==> src/rtl/core/gql_ram.sv <==
`default_nettype none

module gql_ram #(
    parameter int WIDTH  = 8,
    parameter int DEPTH  = 256,
    parameter int ADDR_W = $clog2(DEPTH)
) (
    input  wire logic              clk,
    input  wire logic              we,
    input  wire logic [ADDR_W-1:0] waddr,
    input  wire logic [WIDTH-1:0]  wdata,
    input  wire logic              re,
    input  wire logic [ADDR_W-1:0] raddr,
    output logic      [WIDTH-1:0]  rdata
);

    logic [WIDTH-1:0] mem [DEPTH];

    always_ff @(posedge clk)
    begin
        if (we)
        begin
            mem[waddr] <= wdata;
        end
        if (re)
        begin
            rdata <= mem[raddr];
        end
    end

endmodule

`default_nettype wire
==> config.mk <==
export PLATFORM = sky130hd
export DESIGN_NAME = gql_ram
export DESIGN_NICKNAME = d
export VERILOG_FILES = /design/src/rtl/core/gql_ram.sv
export SDC_FILE = /design/constraint.sdc
export NUM_CORES = 2
export LEC_CHECK = 0
export BUFFER_PORTS_ARGS = -buffer_cell sky130_fd_sc_hd__buf_2
export CAP_MARGIN = 20
export CORE_MARGIN = 2
export CORE_UTILIZATION = 57
export CTS_CLUSTER_SIZE = 28
export DETAILED_ROUTE_END_ITERATION = 10
export HOLD_SLACK_MARGIN = 0.1
export PLACE_DENSITY = 0.76
export SYNTH_ARGS = -nofsm -noshare
export SYNTH_HDL_FRONTEND = slang
export SYNTH_SLANG_ARGS = --single-unit
==> constraint.sdc <==
create_clock -name clk -period 2.5 [get_ports clk]
set_input_delay 0.5 -clock clk [delete_from_list [all_inputs] [get_ports clk]]
set_output_delay 0.5 -clock clk [all_outputs]
set_load 0.1 [all_outputs]
; ---- Word-level counts from Yosys, hierarchy flattened
; Memory sizes are Yosys's and may differ from the RTL's. A register that Yosys moved wholly into a read port is not among the register bits.
; Cells that the tools add are included.
[op_classes]
mux = 2
[op_table]
columns = op, count
row1 = 1-bit two-way mux, 2
[totals]
regBits = 0
ram_bits = 2048
in_bits = 27
wordCells = 3
memories = 1
[mem_list]
columns = name, words, word_bits, read_ports, rd_clocked_by_memory_dff, write_ports, line
row1 = mem, 256, 8, 1, 1, 1, 17  ; logic [WIDTH-1:0] mem [DEPTH];

; ---- Depth between registers and ports, before layout
[depth]
depth_word = 2
ltp_mapped = 11

; ---- Least setup slack after synthesis
; No wires, ideal clock.
[synth_path]
path_kind = input port to flip-flop
start = input raddr[0]
end = register rdata[2], read port of mem, data pin
setup_time_ns = 0.269
t_arrival_ns = 2.307
t_required_ns = 2.231
path_slack_ns = -0.076
path_stages = 9
path_buffers = 4
cell_sequence = buf_6 > buf_12 > buf_8 > buf_2 > mux4_2 > a22oi_1 > a21oi_1 > nor4_1 > nor4_2
[synth_lines]
columns = element, line
row1 = start: declaration, 13  ; input wire logic [ADDR_W-1:0] raddr,
row2 = end: declaration, 14  ; output logic [WIDTH-1:0] rdata

==> flow_summary.json <==
{
  "status": "completed",
  "hpwlAfterDp_mm": 127,
  "drc": 0,
  "port_buffers": 34,
  "syn_inst": 3733,
  "yosys_most_used_dff": "edfxtp_1",
  "cts-root-buf": "clkbuf_16",
  "cap_viol_max_count": 0,
  "hold_viol_final": 0,
  "core_mm2": 0.139,
  "ys_top_cells_by_area": "edfxtp_1, mux4_2, mux2i_1, nor2_1, a22oi_1",
  "vias": 42500,
  "slew_violations": 0,
  "startpoint_type": "flip-flop",
  "post_drt_wl_per_cell_um": 30.8,
  "yosysSeqAreaShare_pct": 77.5,
  "synthDominantCellAreaShare_pct": 77.5,
  "fmax_mhz": 404,
  "tightestPinTransition_ns": 0.723,
  "cts_tree": "yes",
  "crit_arrival_ns": 3.05,
  "fill_cells": 8300,
  "hold_class": "in -> reg",
  "synth-edff-count": 2056,
  "layout_common_cells": "edfxtp_1, buf_4, mux4_2, nor2_1, clkbuf_16",
  "slew_headroom_pct": 51.8,
  "final_antenna_net_count": 0,
  "final_util_pct": 67.6,
  "grt_pass1_wl_mm": 292,
  "io_pins": 35,
  "rsz0062_at_grt": "true",
  "htree_levels": 4,
  "fin_crit_sh_pct": 99.1,
  "final_nets": 4514,
  "first_pass_iters": 6,
  "setup_viol": 0,
  "via_per_inst": 6.51,
  "clkTransAtPathRegs_ns": 0.06,
  "clk_latency_ns": 0.84,
  "required_ns": 3.08,
  "stdcell_count": 6528,
  "grt_pass1_vias": 42800,
  "gp_congestion": 0.895,
  "cts_buffers": 193,
  "die_w_um": 378,
  "wl_mm": 201,
  "synth_cell_type_count": 54,
  "critPathMaxFanout": 1,
  "ys_seq_elements": 2056,
  "fp-row-count": 137,
  "yosysTopAreaCell": "edfxtp_1",
  "grt_max_degree": 102,
  "antenna_found_initial": 9,
  "syn_area_per_cell_um2": 21.3,
  "worstSetupPathType": "reg -> reg",
  "drive_above_1_share_pct": 33.4,
  "start_util_pct": 57.3,
  "dp.cells": 6167,
  "cp-end-kind": "flip-flop",
  "tns_ns": 0,
  "final_common_cell": "edfxtp_1",
  "syn-cell-area_mm2": 0.0796,
  "syn2layout_area_growth_pct": 18.0,
  "die_area_mm2": 0.143,
  "skew_ns": 0.0259,
  "cts_buffer_depth": 3,
  "grt.overflow.total": 0,
  "synth_nets": 3760,
  "cts_num_sinks": 2056,
  "grtUsageTotal_pct": 28.6,
  "power_density_mw_per_mm2": 758,
  "power.leakage_nw": 30.7,
  "drt_first_iter_violations": 6149,
  "die_height_um": 378,
  "min_period_ns": 2.48,
  "vdd_ir_drop_max_mv": 0.746,
  "synthArstFlopShare_pct": 0,
  "synth_warnings": 0
}
-- kinds of logic after synthesis --
kind of cell    Yosys count  synth area share [%]
mux                     591                  14.6
flops                  2056                  77.5
simple gates            466                  2.63
compound gates          385                  3.42
buf+inv                 235                  1.83
-- layer usage --
layer / GRT usage [%] / routed length, µm / vias to the layer above
met2: 44.8 / 95500 / 2874
met4: 9.82 / 7580 / 8
met3: 7.68 / 24700 / 477
met5: 0 / 52 / -
met1: 39.4 / 73100 / 21900
li1: - / - / 17200
-- Yosys cell counts (2+ instances only) --
| master | instances |
|---|---|
| o21ai_1 | 2 |
| a211oi_1 | 16 |
| a311oi_1 | 2 |
| nor4_1 | 24 |
| a22oi_1 | 133 |
| nand2_1 | 33 |
| o21ai_0 | 10 |
| nor2_1 | 282 |
| buf_1 | 22 |
| nor4_2 | 3 |
| o22a_1 | 5 |
| mux2i_1 | 134 |
| and3b_1 | 2 |
| o211ai_1 | 10 |
| a2111oi_0 | 2 |
| and2_1 | 6 |
| nand2b_1 | 8 |
| mux4_1 | 2 |
| mux4_2 | 454 |
| a21oi_1 | 96 |
| clkbuf_1 | 111 |
| buf_6 | 21 |
| a31oi_1 | 2 |
| a2111oi_1 | 2 |
| nand3b_1 | 2 |
| edfxtp_1 | 2056 |
| a22o_1 | 8 |
| nand3_1 | 34 |
| buf_8 | 13 |
| buf_2 | 31 |
| a221oi_1 | 13 |
| buf_4 | 27 |
| o32ai_1 | 4 |
| or2_2 | 4 |
| nand4_1 | 10 |
| buf_12 | 8 |
| o221ai_1 | 46 |
| nor2b_1 | 31 |
| o22ai_1 | 28 |
| nor3_1 | 22 |
-- through the flow --
stage / setup WS, ns / instance area, µm² / power [W] / hold slack [ns]
2_1_floorplan: -0.00496 / 79700 / 0.0408 / 0.599
3_3_place_gp: -1.14 / 87600 / 0.0428 / 0.976
3_5_place_dp: -1.18 / 87600 / 0.0429 / 0.975
4_1_cts: 0.00468 / 93900 / 0.0714 / 0.106
5_1_grt: -0.00876 / 94000 / 0.0729 / 0.124
6_report: 0.0227 / 94000 / 0.0712 / 0.157
-- worst max-delay path, stage by stage, from the launching register on --
cell and delay (ns):
edfxtp_1 0.40, mux4_2 0.50, mux4_2 0.54, nor2b_1 0.20
nor4_4 0.33, buf_4 0.20, nor4_1 0.05
-- path summary, 6_finish.rpt --
path	slack [ns]	start	end	cells past startpoint
worst max-delay path	0.02	mem[66][1]	rdata[1]	6
worst min-delay path	0.16	wdata[2]	mem[97][2]	1
worst max register to register	0.02	mem[66][1]	rdata[1]	6
worst min register to register	1.23	mem[11][2]	rdata[2]	6
-- power by group --
group          internal (W)  switching, W  leakage [nW]  total, W
Clock                0.0164        0.0126          3.02    0.0290
Combinational       0.00168       0.00249          9.23   0.00418
Sequential           0.0380     0.0000787          18.5    0.0381
Total                0.0561        0.0152          30.7    0.0712
-- layout make-up --
cell class / instances / area, µm² / area share, %
Timing Repair Buffer: 792 / 7070 / 7.52
Inverter: 2 / 7.51 / 0.00799
Multi-Input combinational cell: 1442 / 16600 / 17.7
Clock inverter: 120 / 1140 / 1.21
Antenna cell: 5 / 12.5 / 0.0133
Sequential cell: 2056 / 61700 / 65.7
Tap cell: 1876 / 2350 / 2.50
Clock buffer: 235 / 5070 / 5.40
-- flip-flops by register name (all words and copies together), names as in the netlist --
register / flops
mem: 2048
rdata: 8
-- timing repair --
| action | CTS | global route |
|---|---|---|
| setup buffers | 0 | 0 |
| gates resized for setup | 17 | 14 |
| pin swaps | 2 | 2 |
| endpoints found under the hold margin | 8 | 0 |
| setup endpoints to repair | 7 | 11 |
| hold buffers | 1 | 0 |
| cloned | 0 | 0 |
No activity file was read; power rests on OpenSTA's default activity.
